## src/sv/shapad_pkg.sv

```systemverilog
// shapad_pkg: shared types and constants of the sha message padder
// used by shapad_ctrl, shapad_dp and sha_message_padder; no dependencies
`timescale 1ns / 1ps

package shapad_pkg;

    // padding marker byte that follows the last message byte
    localparam logic [7:0] PAD_MARKER = 8'h80;

    // last word index in a block, 64-byte and 128-byte mode
    localparam logic [4:0] LAST_WORD_64  = 5'd15;
    localparam logic [4:0] LAST_WORD_128 = 5'd31;

    // first word index of the length field (448 and 896 bits into the block)
    localparam logic [4:0] LEN_WORD_64  = 5'd14;
    localparam logic [4:0] LEN_WORD_128 = 5'd28;

    // input kind codes
    localparam logic KIND_DATA = 1'b0;
    localparam logic KIND_END  = 1'b1;

    typedef enum logic [1:0] {
        ST_IDLE = 2'b01,
        ST_PAD  = 2'b10
    } t_state;

    // controller to datapath
    typedef struct packed {
        logic take_byte;
        logic start_pad;
        logic emit_pad;
    } t_cmd;

    // datapath to controller
    typedef struct packed {
        logic load_ok;
        logic last_pad;
    } t_status;

endpackage

```

## src/sv/sha_message_padder.sv

```systemverilog
// sha_message_padder: top level of the sha-2 message padding front end
// depends on shapad_pkg, shapad_ctrl and shapad_dp
`timescale 1ns / 1ps

// usage
//   input channel (i_in_valid / o_in_ready): one beat per message byte with
//   i_kind = 0, then one beat with i_kind = 1 to close the message
//   output channel (o_out_valid / i_out_ready): one beat per 32-bit word,
//   earliest byte in bits 7:0, o_block_end on the last word of each block,
//   o_message_end on the final padded word
//   config channel (i_cfg_valid / o_cfg_ready): bit 0 selects 128-byte
//   blocks; write it only while the block is idle
// timing
//   data bytes are taken one per cycle while the output register can take a
//   word; a completed word shows up on the output in the cycle after its fourth byte
//   an end-of-message beat starts padding: 3 to 36 words, one per cycle
//   unless the receiver stalls, paced by the single output register; no
//   input is taken until the last padded word is loaded into that register
// reset and stall
//   reset clears the byte counter, the partial word, the mode (64-byte
//   blocks) and the output valid flag
//   while the receiver stalls the output word holds and the input stalls
//   once the output register is full and not being drained
module sha_message_padder
    import shapad_pkg::*;
(
    input  logic        i_clk,
    input  logic        i_rst_n,
    // config write channel
    input  logic        i_cfg_valid,
    output logic        o_cfg_ready,
    input  logic        i_cfg_data,
    // input item channel
    input  logic        i_in_valid,
    output logic        o_in_ready,
    input  logic        i_kind,
    input  logic [7:0]  i_data_byte,
    // output word channel
    output logic        o_out_valid,
    input  logic        i_out_ready,
    output logic [31:0] o_word,
    output logic        o_block_end,
    output logic        o_message_end
);

    t_cmd    cmd;
    t_status status;

    // mode register always takes a write
    assign o_cfg_ready = 1'b1;

    shapad_ctrl u_ctrl (
        .i_clk      (i_clk),
        .i_rst_n    (i_rst_n),
        .i_in_valid (i_in_valid),
        .i_kind     (i_kind),
        .o_in_ready (o_in_ready),
        .i_status   (status),
        .o_cmd      (cmd)
    );

    shapad_dp u_dp (
        .i_clk         (i_clk),
        .i_rst_n       (i_rst_n),
        .i_cfg_valid   (i_cfg_valid),
        .i_cfg_data    (i_cfg_data),
        .i_data_byte   (i_data_byte),
        .i_cmd         (cmd),
        .o_status      (status),
        .o_out_valid   (o_out_valid),
        .i_out_ready   (i_out_ready),
        .o_word        (o_word),
        .o_block_end   (o_block_end),
        .o_message_end (o_message_end)
    );

endmodule

```

## src/sv/shapad_ctrl.sv

```systemverilog
// shapad_ctrl: idle / padding state machine of the sha message padder
// depends on shapad_pkg; drives commands into shapad_dp
`timescale 1ns / 1ps

module shapad_ctrl
    import shapad_pkg::*;
(
    input  logic    i_clk,
    input  logic    i_rst_n,
    input  logic    i_in_valid,
    input  logic    i_kind,
    output logic    o_in_ready,
    input  t_status i_status,
    output t_cmd    o_cmd
);

    t_state r_state;
    t_state n_state;
    logic   in_beat;

    assign o_in_ready = (r_state == ST_IDLE) && i_status.load_ok;
    assign in_beat    = i_in_valid && o_in_ready;

    always_comb begin
        o_cmd.take_byte = in_beat && (i_kind == KIND_DATA);
        o_cmd.start_pad = in_beat && (i_kind == KIND_END);
        o_cmd.emit_pad  = (r_state == ST_PAD) && i_status.load_ok;
    end

    always_comb begin
        n_state = r_state;
        unique case (r_state)
            ST_IDLE: begin
                if (o_cmd.start_pad) n_state = ST_PAD;
            end
            ST_PAD: begin
                if (o_cmd.emit_pad && i_status.last_pad) n_state = ST_IDLE;
            end
            default: n_state = ST_IDLE;
        endcase
    end

    always_ff @(posedge i_clk) begin
        if (!i_rst_n) begin
            r_state <= ST_IDLE;
        end else begin
            r_state <= n_state;
        end
    end

endmodule

```

## src/sv/shapad_dp.sv

```systemverilog
// shapad_dp: byte packing, padding word builder and output register
// depends on shapad_pkg; commanded by shapad_ctrl
`timescale 1ns / 1ps

module shapad_dp
    import shapad_pkg::*;
(
    input  logic        i_clk,
    input  logic        i_rst_n,
    input  logic        i_cfg_valid,
    input  logic        i_cfg_data,
    input  logic [7:0]  i_data_byte,
    input  t_cmd        i_cmd,
    output t_status     o_status,
    output logic        o_out_valid,
    input  logic        i_out_ready,
    output logic [31:0] o_word,
    output logic        o_block_end,
    output logic        o_message_end
);

    logic        r_block_mode;
    logic [31:0] r_byte_count;
    logic [23:0] r_partial;
    logic [4:0]  r_widx;
    logic        r_first;
    logic        r_extra;
    logic        r_out_valid;
    logic [31:0] r_word;
    logic        r_block_end;
    logic        r_msg_end;

    logic [4:0]  wmask;
    logic [4:0]  len_word;
    logic [4:0]  start_widx;
    logic [1:0]  lane;
    logic        load_ok;
    logic        word_done;
    logic [31:0] byte_word;
    logic        byte_blk_end;
    logic [31:0] pad_word;
    logic        pad_blk_end;
    logic        pad_last;
    logic [31:0] len_bits;

    assign wmask      = r_block_mode ? LAST_WORD_128 : LAST_WORD_64;
    assign len_word   = r_block_mode ? LEN_WORD_128 : LEN_WORD_64;
    assign start_widx = r_byte_count[6:2] & wmask;
    assign lane       = r_byte_count[1:0];
    assign load_ok    = !r_out_valid || i_out_ready;
    assign len_bits   = {r_byte_count[28:0], 3'b000};

    // data byte path
    assign word_done    = (lane == 2'd3);
    assign byte_word    = {i_data_byte, r_partial};
    assign byte_blk_end = (start_widx == wmask);

    // padding word path, one word per beat
    assign pad_blk_end = (r_widx == wmask);
    assign pad_last    = !r_first && !r_extra && pad_blk_end;

    always_comb begin
        pad_word = 32'd0;
        if (r_first) begin
            pad_word = {8'd0, r_partial} | ({24'd0, PAD_MARKER} << {lane, 3'b000});
        end else if (r_extra) begin
            pad_word = 32'd0;
        end else if (pad_blk_end) begin
            // low 32 bits of the length, big-endian
            pad_word = {len_bits[7:0], len_bits[15:8], len_bits[23:16], len_bits[31:24]};
        end else if (r_widx == (wmask - 5'd1)) begin
            // length bits 34:32 land in the last byte of this word
            pad_word = {5'd0, r_byte_count[31:29], 24'd0};
        end
    end

    assign o_status.load_ok  = load_ok;
    assign o_status.last_pad = pad_last;

    always_ff @(posedge i_clk) begin
        if (!i_rst_n) begin
            r_block_mode <= 1'b0;
            r_byte_count <= 32'd0;
            r_partial    <= 24'd0;
            r_out_valid  <= 1'b0;
        end else begin
            if (i_cfg_valid) r_block_mode <= i_cfg_data;

            if (i_cmd.take_byte) begin
                r_byte_count <= r_byte_count + 32'd1;
                if (word_done) begin
                    r_partial <= 24'd0;
                end else begin
                    r_partial <= r_partial | ({16'd0, i_data_byte} << {lane, 3'b000});
                end
            end else if (i_cmd.emit_pad && pad_last) begin
                r_byte_count <= 32'd0;
                r_partial    <= 24'd0;
            end

            if (load_ok) begin
                r_out_valid <= (i_cmd.take_byte && word_done) || i_cmd.emit_pad;
            end
        end
    end

    // padding walk and output payload
    always_ff @(posedge i_clk) begin
        if (i_cmd.start_pad) begin
            r_widx  <= start_widx;
            r_first <= 1'b1;
            // marker falls inside the length field, short of its last word: one more whole block
            r_extra <= (start_widx >= len_word) && (start_widx != wmask);
        end else if (i_cmd.emit_pad) begin
            r_widx  <= (r_widx + 5'd1) & wmask;
            r_first <= 1'b0;
            if (!r_first && pad_blk_end) r_extra <= 1'b0;
        end

        if (i_cmd.take_byte && word_done) begin
            r_word      <= byte_word;
            r_block_end <= byte_blk_end;
            r_msg_end   <= 1'b0;
        end else if (i_cmd.emit_pad) begin
            r_word      <= pad_word;
            r_block_end <= pad_blk_end;
            r_msg_end   <= pad_last;
        end
    end

    assign o_out_valid   = r_out_valid;
    assign o_word        = r_word;
    assign o_block_end   = r_block_end;
    assign o_message_end = r_msg_end;

endmodule

```

## config.mk

```make
export PLATFORM = sky130hd
export DESIGN_NAME = sha_message_padder
export DESIGN_NICKNAME = d
export VERILOG_FILES = /design/src/sv/shapad_pkg.sv /design/src/sv/sha_message_padder.sv /design/src/sv/shapad_ctrl.sv /design/src/sv/shapad_dp.sv
export SDC_FILE = /design/constraint.sdc
export NUM_CORES = 1
export LEC_CHECK = 0
export ABC_AREA = 1
export BUFFER_PORTS_ARGS = -buffer_cell sky130_fd_sc_hd__buf_4
export CAP_MARGIN = 0
export CELL_PAD_IN_SITES_DETAIL_PLACEMENT = 2
export CELL_PAD_IN_SITES_GLOBAL_PLACEMENT = 2
export CORE_AREA = 2 2 119 121
export CTS_CLUSTER_SIZE = 10
export DETAILED_ROUTE_END_ITERATION = 10
export DIE_AREA = 0 0 121 123
export GPL_TIMING_DRIVEN = 0
export PLACE_DENSITY_LB_ADDON = 0.1
export SETUP_SLACK_MARGIN = 0.3
export SYNTH_ARGS = -nofsm -noshare
export SYNTH_HDL_FRONTEND = slang
export SYNTH_SLANG_ARGS = --single-unit
```

## constraint.sdc

```tcl
create_clock -name i_clk -period 6 [get_ports i_clk]
set_input_delay 1.2 -clock i_clk [delete_from_list [all_inputs] [get_ports i_clk]]
set_output_delay 1.2 -clock i_clk [all_outputs]
set_load 0.03 [all_outputs]
```

==> results_dict.tcl, run 1 <==
set metrics [dict create \
    reg2reg_slack_ns 3.94 \
    die_area_mm2 0.0149 \
    max-vdd-ir-drop_uv 127 \
    crit_type "in2out" \
    drv_cap 0 \
    drc_errors 0 \
    first_pass_iters 4 \
    p_leak_nw 2.24 \
    place.gp.congestion 0.867 \
    overflow 0 \
    syn-num-nets 667 \
    cts_resized 0 \
    multi_input_area_mm2 0.00219 \
    clock-sinks 101 \
    drive_gt1_frac 0.173 \
    start_util 0.374 \
    synthTopCellsByArea "dfxtp_1, edfxtp_1, nand2_1" \
    synth_area_mm2 0.00509 \
    cts_root_buf "clkbuf_16" \
    worstHoldStart "u_dp.r_partial[11]" \
    htreeDepth 3 \
    synth-edff-count 39 \
    power_density_mw_per_mm2 240 \
    synth_top_area_frac 0.244 \
    vias 4645 \
    fin_crit_sh 0.485 \
    max_slew.worst_pin.slew_ns 0.865 \
    post_cts_buffers 0 \
    area_delta_synth_final_pct 17.8 \
    seq_area_mm2 0.00241 \
    fin_cells 891 \
    cp-start-kind "input port" \
    finalHoldViolations 0 \
    placed_cells 875 \
    diodes 0 \
    grt_usage 0.255 \
    cts.path.max_buffers 2 \
    utilization 0.441 \
    async_flop_share 0 \
    synth_area_leader_cell "dfxtp_1" \
    crit_cells 4 \
    fin_crit_ns 2.91 \
    reg2reg_from "u_ctrl.r_state[0]" \
    finClkSkew_ns 0.00828 \
    ys_types 40 \
    routedWlPerCell_um 20.4 \
    grt_pass1_vias 4936 \
    grt_first_pass_wirelength_mm 28.1 \
    hold_path.class "reg2reg" \
    reg2reg_to "u_dp.o_word[11]" \
    crit_slowest_cell "buf_4" \
    synth_most_common_cell "nand2_1" \
    syn_avg_cell_area_um2 7.89 \
    synthCells 645 \
    yosys_warnings 0 \
    grt_max_degree 35 \
    cts-buffers-inserted 9 \
    antenna_found_initial 0 \
    status "completed" \
    rows 43 \
    crit_buf_inv 2 \
    crit_path_max_fanout 3 \
    clk_pin_slew_worst_paths_ns 0.07 \
    maxSlewViolCount 0 \
    critPathRequiredTime_ns 4.80 \
    ys_ff_latch 101 \
    max_slew_margin 0.421 \
    die_x_um 121 \
    crit_end "o_in_ready" \
    setup.worst_path.start "i_out_ready" \
    synth_common_cells "nand2_1, inv_1, nor2_1" \
    core_area_mm2 0.0136 \
    drtIter0Drc 349 \
    layout.nets 728 \
    cp_top_family "buffers and inverters" \
    fillers 1563 \
    rsz0062_at_grt "no" \
    dp_hpwl_mm 13.9 \
    synth-main-ff-cell "dfxtp_1" \
    setup_tns_ns 0 \
    worstPathCellList "buf_4 -> nor2_1 -> nor2_1 -> buf_4" \
    end_kind "output pin" \
    clk-insertion-delay-late_ns 0.36 \
    worstPathArrival_ns 1.71 \
    max_freq_ghz 0.344 \
    synth-seq-area-share 0.474 \
    cts_hold_buffers 0 \
    ioPinCount 52 \
    die_height_um 123 \
    r2r_cells 6 \
    detail-route-antenna-nets 0 \
    setup_violations 0 \
    port_buffers 50 \
    max_stage_delay_ns 0.17 \
    cts_tree "done" \
    viasPerCell 5.21 \
    wl_mm 18.2 \
]
## metal layers
metal / vias to the layer above / part of all wire / track usage
met4: 0 / 0.023 / 0.0901
met3: 28 / 0.029 / 0.0309
met2: 73 / 0.49 / 0.446
li1: 2214 / - / -
met5: - / 0 / 0
met1: 2330 / 0.45 / 0.325
## sequential cells by signal, summed over array words and instances (netlist names), 2 cells and up
signal             cells
u_ctrl.r_state         2
u_dp.o_word           32
u_dp.r_byte_count     32
u_dp.r_partial        24
u_dp.r_widx            5
## tightest hold or removal path: cells and delay by family (launching register included)
family / cells / cell delay [ns]
AOI/OAI and AO/OA: 1 / 0.05
buffers and inverters: 1 / 0.05
DFF: 1 / 0.31
## final cells by class
| type | count | area share |
|---|---|---|
| well taps | 180 | 0.0375 |
| inverters | 94 | 0.0588 |
| plain buffers | 21 | 0.0223 |
| repair buffers | 50 | 0.0626 |
| multi-input cells | 429 | 0.366 |
| clock inverters | 4 | 0.00459 |
| flip-flops and latches | 101 | 0.402 |
| clock buffers | 12 | 0.0463 |
## power breakdown
part	total [mW]	internal, mW	switching (mW)
clock	0.604	0.331	0.273
combinational	0.110	0.0351	0.0752
sequential	0.728	0.720	0.00794
## metrics by stage
stage | instance area, um2 | setup WS (ns) | total power, mW | hold slack, ns
after floorplan | 5090 | 3.11 | 0.806 | 0.424
after global placement | 5690 | 2.60 | 0.846 | 0.436
after detailed placement | 5690 | 2.50 | 0.853 | 0.448
after CTS | 6000 | 2.87 | 1.45 | 0.461
after global routing | 6000 | 3.04 | 1.49 | 0.478
final | 6000 | 3.09 | 1.44 | 0.458
## cell usage in the layout, fill, tap and decap left out, types with 2 or more instances in the layout
cell type	synthesis	routed
clkbuf_8	0	2
inv_2	2	2
a21oi_1	15	15
xor2_1	7	7
o31ai_1	2	2
ha_1	7	7
o21ai_0	27	27
o21ai_1	21	21
clkinv_1	2	2
o21a_1	2	2
nor2_2	20	20
nand4_1	22	22
clkbuf_1	5	5
clkinv_2	0	2
nand3_1	58	58
inv_1	90	90
nand2_2	3	4
nand2_1	137	136
o21bai_1	19	19
buf_6	3	3
clkbuf_16	0	10
nor2_4	4	4
buf_2	5	5
nor3_1	3	3
nor2_1	63	63
edfxtp_1	39	39
a21oi_2	5	5
dfxtp_1	62	62
nand3_2	2	2
buf_4	7	57
## worst min-delay path by stage
stage	end	cells past startpoint	slack [ns]
4_1_cts	u_dp.r_partial[11]	2	0.46
3_3_place_gp	u_dp.r_partial[13]	2	0.44
3_5_place_dp	u_dp.r_partial[11]	2	0.45
5_1_grt	u_dp.r_partial[15]	2	0.48
2_1_floorplan	u_dp.r_partial[11]	2	0.42
6_report	u_dp.r_partial[11]	2	0.46
## kinds of logic after synthesis
family	share of synthesized area
buffers and inverters	0.0956
AND/OR/NAND/NOR	0.287
adder cells (fa/ha/maj)	0.0172
AO/OA/AOI/OAI	0.109
XOR/XNOR	0.0170
flip-flops	0.474
other	0.000737
(Power assumes the default switching activity.)
==> inputs of run 2 (changes only) <==
--- a/config.mk
+++ b/config.mk
@@ -10,10 +10,10 @@
 export CAP_MARGIN = 0
 export CELL_PAD_IN_SITES_DETAIL_PLACEMENT = 2
 export CELL_PAD_IN_SITES_GLOBAL_PLACEMENT = 2
-export CORE_AREA = 2 2 119 121
+export CORE_AREA = 2 2 132 134
 export CTS_CLUSTER_SIZE = 10
 export DETAILED_ROUTE_END_ITERATION = 10
-export DIE_AREA = 0 0 121 123
+export DIE_AREA = 0 0 134 136
 export GPL_TIMING_DRIVEN = 0
 export PLACE_DENSITY_LB_ADDON = 0.1
 export SETUP_SLACK_MARGIN = 0.3
==> constraint.sdc (replaced) <==
create_clock -name i_clk -period 2.49 [get_ports i_clk]
set_input_delay 0.498 -clock i_clk [delete_from_list [all_inputs] [get_ports i_clk]]
set_output_delay 0.498 -clock i_clk [all_outputs]
set_load 0.03 [all_outputs]
==> results_dict.tcl, run 2 (synthesis gave the netlist of run 1 again) <==
set metrics [dict create \
    p_comb_frac 0.073 \
    grt_usage 0.210 \
    hold_path.class "in2reg" \
    max_freq_ghz 0.499 \
    fin_crit_sh 0.804 \
    cts_tree "done" \
    placed_area_mm2 0.00575 \
    grt_first_pass_wirelength_mm 28.7 \
    die_x_um 134 \
    htreeDepth 3 \
    rows 48 \
    cp-start-kind "flop" \
    die_area_mm2 0.0182 \
    reg2reg_to "u_dp.o_word[14]" \
    rsz0062_at_grt "no" \
    swShare 0.245 \
    vias 4597 \
    worstPathArrival_ns 2.11 \
    cts_root_buf "clkbuf_16" \
    port_buffers 50 \
    place.gp.congestion 0.813 \
    cts.path.max_buffers 2 \
    max-vdd-ir-drop_uv 361 \
    seq_area_mm2 0.00241 \
    holdPathEnd "u_dp.r_block_mode" \
    area_delta_synth_final_pct 19.5 \
    drv_cap 0 \
    placed_cells 920 \
    antenna_found_initial 0 \
    cts-buffers-inserted 9 \
    worstHoldStart "i_cfg_data" \
    viasPerCell 4.91 \
    core_area_mm2 0.0169 \
    drc_errors 0 \
    clk_pin_slew_worst_paths_ns 0.07 \
    intPower_mw 2.72 \
    critPathRequiredTime_ns 2.59 \
    fin_crit_ns 2.00 \
    finClkSkew_ns 0.00930 \
    grt_max_degree 35 \
    drtIter0Drc 161 \
    hold_slack_ns 0.358 \
    dp_hpwl_mm 14.3 \
    p_leak_nw 2.26 \
    max_slew_margin 0.572 \
    ioPinCount 52 \
    overflow 0 \
    max_slew.worst_pin.slew_ns 0.642 \
    clock-sinks 101 \
    reg2reg_slack_ns 0.49 \
    wl_mm 18.5 \
    die_height_um 136 \
    layout_commonest_cell "nand2_1" \
    fin_cells 936 \
    cts_hold_buffers 0 \
    multi_input_area_mm2 0.00220 \
    detail-route-antenna-nets 0 \
    pwr-share-clk 0.440 \
    drive_gt1_frac 0.173 \
    layout.nets 728 \
    fillers 1935 \
    end_kind "flop" \
    switchingPower_mw 0.882 \
    setup_violations 0 \
    reg2reg_from "u_ctrl.r_state[0]" \
    setup_tns_ns 0 \
    finalHoldViolations 0 \
    diodes 0 \
    grt_pass1_vias 5016 \
    first_pass_iters 4 \
    crit_path_max_fanout 10 \
    r2r_cells 10 \
    routedWlPerCell_um 19.8 \
    post_cts_buffers 0 \
    mostFrequentLayoutCells "nand2_1, inv_1, nor2_1" \
    holdPathStages 3 \
    start_util 0.302 \
    final_area_mm2 0.00608 \
    status "completed" \
    power_density_mw_per_mm2 591 \
    crit_type "reg2reg" \
    clk-insertion-delay-late_ns 0.37 \
    pwr-share-seq 0.487 \
    maxSlewViolCount 0 \
]
[run 2: stage by stage]
stage	setup WS, ns	power [mW]	util
final	0.487	3.60	0.361
after global placement	-0.296	2.04	0.341
after detailed placement	0.144	2.05	0.341
after global routing	0.319	3.71	0.361
after CTS	0.390	3.63	0.360
after floorplan	0.436	1.94	-
[run 2: final cells by class]
class,count,share of cell area
sequential,101,0.396
clock buffer,12,0.0457
timing repair buffer,50,0.0617
buffer,21,0.0220
inverter,94,0.0580
multi-input combinational,429,0.361
clock inverter,4,0.00864
tap,225,0.0463
[run 2: worst max-delay path by stage]
| stage | start | endpoint | cells after the start |
|---|---|---|---|
| detailed placement | i_out_ready | u_dp.o_word[0] | 7 |
| global route | u_ctrl.r_state[0] | u_dp.o_word[14] | 10 |
| floorplan | i_out_ready | u_dp.o_block_end | 6 |
| CTS | u_ctrl.r_state[0] | u_dp.o_word[5] | 6 |
| global placement | i_out_ready | u_dp.o_word[28] | 7 |
| finish | u_ctrl.r_state[0] | u_dp.o_word[14] | 10 |
[run 2: critical path, cell delays in order, from the launching register on]
cell     delay (ns)
dfxtp_1        0.34
inv_1          0.07
nor2_1         0.08
nand3_1        0.09
nor2_2         0.21
nand2_2        0.21
inv_2          0.27
nor2_4         0.10
inv_2          0.07
buf_4          0.19
o21ai_1        0.11
[run 2: layer usage]
layer / up-vias / part of all wire / GRT usage
li1: 2215 / - / -
met1: 2323 / 0.47 / 0.268
met2: 43 / 0.50 / 0.375
met3: 16 / 0.023 / 0.0216
met4: 0 / 0.010 / 0.0585
met5: - / 0 / 0
[run 2: what timing repair did]
action                                 in CTS  in global routing
setup endpoints to repair                   0                 33
resized for setup                           0                  1
endpoints found under the hold margin       0                  0
[run 2: power by group through the flow]
| stage | Sequential [mW] | Clock [mW] | Combinational (mW) |
|---|---|---|---|
| after floorplan | 1.79 | 0 | 0.151 |
| after global placement | 1.79 | 0 | 0.252 |
| after detailed placement | 1.79 | 0 | 0.263 |
| after CTS | 1.75 | 1.61 | 0.265 |
| after global routing | 1.76 | 1.67 | 0.288 |
| final | 1.75 | 1.58 | 0.262 |
==> inputs of run 3 (changes only) <==
--- a/config.mk
+++ b/config.mk
@@ -5,15 +5,15 @@
 export SDC_FILE = /design/constraint.sdc
 export NUM_CORES = 1
 export LEC_CHECK = 0
-export ABC_AREA = 1
+export ABC_AREA = 0
 export BUFFER_PORTS_ARGS = -buffer_cell sky130_fd_sc_hd__buf_4
 export CAP_MARGIN = 0
 export CELL_PAD_IN_SITES_DETAIL_PLACEMENT = 2
 export CELL_PAD_IN_SITES_GLOBAL_PLACEMENT = 2
-export CORE_AREA = 2 2 132 134
+export CORE_AREA = 2 2 120 122
 export CTS_CLUSTER_SIZE = 10
 export DETAILED_ROUTE_END_ITERATION = 10
-export DIE_AREA = 0 0 134 136
+export DIE_AREA = 0 0 122 124
 export GPL_TIMING_DRIVEN = 0
 export PLACE_DENSITY_LB_ADDON = 0.1
 export SETUP_SLACK_MARGIN = 0.3
==> constraint.sdc (replaced) <==
create_clock -name i_clk -period 1.8 [get_ports i_clk]
set_input_delay 0.36 -clock i_clk [delete_from_list [all_inputs] [get_ports i_clk]]
set_output_delay 0.36 -clock i_clk [all_outputs]
set_load 0.03 [all_outputs]
==> results_dict.tcl, run 3 <==
set metrics [dict create \
    antenna_found_initial 0 \
    place.gp.congestion 0.766 \
    die_height_um 124 \
    crit_type "reg2reg" \
    first_pass_iters 4 \
    port_buffers 50 \
    area_delta_synth_final_pct 50.2 \
    grt_max_degree 19 \
    drive_gt1_frac 0.434 \
    utilization 0.487 \
    htreeDepth 3 \
    grt_pass1_vias 4319 \
    ys_ff_latch 101 \
    intPower_mw 3.57 \
    async_flop_share 0 \
    hold_slack_ns 0.238 \
    detail-route-antenna-nets 0 \
    syn-num-nets 474 \
    p_leak_nw 2.56 \
    cts.path.max_buffers 2 \
    max-vdd-ir-drop_uv 373 \
    finalHoldViolations 0 \
    routedWlPerCell_um 23.7 \
    cts_root_buf "clkbuf_16" \
    max_freq_ghz 0.514 \
    worstHoldStart "i_cfg_data" \
    fin_cells 747 \
    dp_slack_ns -0.421 \
    p_comb_frac 0.103 \
    setup.worst_path.start "u_dp.r_widx[0]" \
    yosys_warnings 0 \
    status "finished, violations left" \
    drc_errors 0 \
    core_area_mm2 0.0137 \
    drtIter0Drc 268 \
    reg2reg_from "u_dp.r_widx[0]" \
    die_x_um 122 \
    pwr-share-seq 0.501 \
    final_area_mm2 0.00669 \
    violations "negative setup slack" \
    overflow 0 \
    die_area_mm2 0.0151 \
    grt_first_pass_wirelength_mm 26.3 \
    max_slew.worst_pin.slew_ns 0.747 \
    layout.nets 584 \
    synth-seq-area-share 0.542 \
    placed_cells 682 \
    setup_violations 68 \
    worstPathArrival_ns 2.17 \
    cts-buffers-inserted 9 \
    mostFrequentLayoutCells "buf_4, dfxtp_1, edfxtp_1" \
    critPathRequiredTime_ns 2.02 \
    worst_slack_ns -0.145 \
    synth_area_mm2 0.00445 \
    synthCells 452 \
    end_kind "flop" \
    synth_top_area_frac 0.279 \
    wl_mm 17.7 \
    syn_avg_cell_area_um2 9.85 \
    cp-start-kind "flop" \
    diodes 0 \
    vias 3994 \
    viasPerCell 5.35 \
    pwr-share-clk 0.396 \
    power_density_mw_per_mm2 726 \
    ys_types 52 \
    fin_crit_sh 1.08 \
    synth-main-ff-cell "dfxtp_1" \
    dp_hpwl_mm 10.9 \
    start_util 0.324 \
    swShare 0.264 \
    clock-sinks 101 \
    setup_tns_ns -3.23 \
    ioPinCount 52 \
    crit_path_max_fanout 5 \
    hold_path.class "in2reg" \
    finClkSkew_ns 0.0119 \
    synth-edff-count 39 \
    clk-insertion-delay-late_ns 0.36 \
    layout_commonest_cell "buf_4" \
    synth_area_leader_cell "dfxtp_1" \
    synthTopCellsByArea "dfxtp_1, edfxtp_1, a22o_1" \
    maxSlewViolCount 0 \
    rows 43 \
    drv_cap 0 \
    fin_crit_ns 1.94 \
    max_slew_margin 0.502 \
    cts_tree "done" \
    synth_most_common_cell "dfxtp_1" \
    switchingPower_mw 1.28 \
    grt_usage 0.238 \
    synth_common_cells "dfxtp_1, nor2_1, nand2_1" \
    finalPower_mw 4.85 \
    placed_area_mm2 0.00531 \
    clk_pin_slew_worst_paths_ns 0.07 \
    rsz0062_at_grt "yes" \
]
run 3: cell types whose count changed in the layout (fill, tap and decap cells not counted), moves of 17 or more:
cell,before,now
a21oi_1,15,32
a22o_1,0,25
buf_4,57,83
inv_1,90,12
nand2_1,136,33
nand3_1,58,10
nor2_1,63,27
o21ai_0,27,3
o21ai_1,21,1
o21bai_1,19,0
run 3: critical path: stages (launching register included):
cell	delay [ns]
edfxtp_1	0.42
ha_4	0.17
and4b_1	0.23
nand4b_1	0.16
buf_4	0.19
o21a_4	0.25
clkbuf_16	0.18
o211ai_1	0.10
o31ai_1	0.10
run 3: routing by layer:
metal  wire [um]  share of wire  track usage
met1        7820           0.44        0.306
met3         486          0.027       0.0302
met5           0              0            0
met2        9060           0.51        0.411
met4         365          0.021       0.0891
run 3: what timing repair did:
item                       CTS  global route
gates resized for setup     98            57
cloned                       7             2
setup buffers               32             8
hold endpoints to repair     0             0
pin swaps                   23            10
hold buffers                 0             0
setup endpoints to repair  139           140
run 3: logic make-up (layout without fill, tap and decap cells):
logic type / Yosys count / in the layout / share of synthesized area
AO/OA/AOI/OAI: 93 / 93 / 0.144
XOR/XNOR: 10 / 10 / 0.0197
adder cells (fa/ha/maj): 7 / 7 / 0.0197
buffers and inverters: 32 / 146 / 0.0301
flip-flops: 101 / 101 / 0.542
multiplexers: 10 / 10 / 0.0225
other: 1 / 1 / 0.000843
AND/OR/NAND/NOR: 198 / 199 / 0.221
run 3: power by group through the flow:
| stage | Sequential, mW | Clock, mW | Combinational [mW] |
|---|---|---|---|
| final | 2.43 | 1.92 | 0.498 |
| after detailed placement | 2.49 | 0 | 0.315 |
| after global routing | 2.43 | 2.04 | 0.529 |
| after floorplan | 2.48 | 0 | 0.196 |
| after global placement | 2.49 | 0 | 0.304 |
| after CTS | 2.43 | 1.95 | 0.431 |
run 3: worst paths after layout:
kind,endpoint,slack [ns],cells after the start
min reg2reg,u_dp.o_message_end,0.48,2
min,u_dp.r_block_mode,0.24,3
max,u_dp.r_byte_count[18],-0.14,8
max reg2reg,u_dp.r_byte_count[18],-0.14,8
run 3: layout make-up:
| class | count | area [um2] |
|---|---|---|
| buffer | 20 | 289 |
| clock buffer | 9 | 225 |
| clock inverter | 7 | 55.1 |
| fill | 1370 | 7030 |
| inverter | 12 | 45.0 |
| multi-input combinational | 320 | 2550 |
| sequential | 101 | 2440 |
| tap | 180 | 225 |
| timing repair buffer | 98 | 853 |
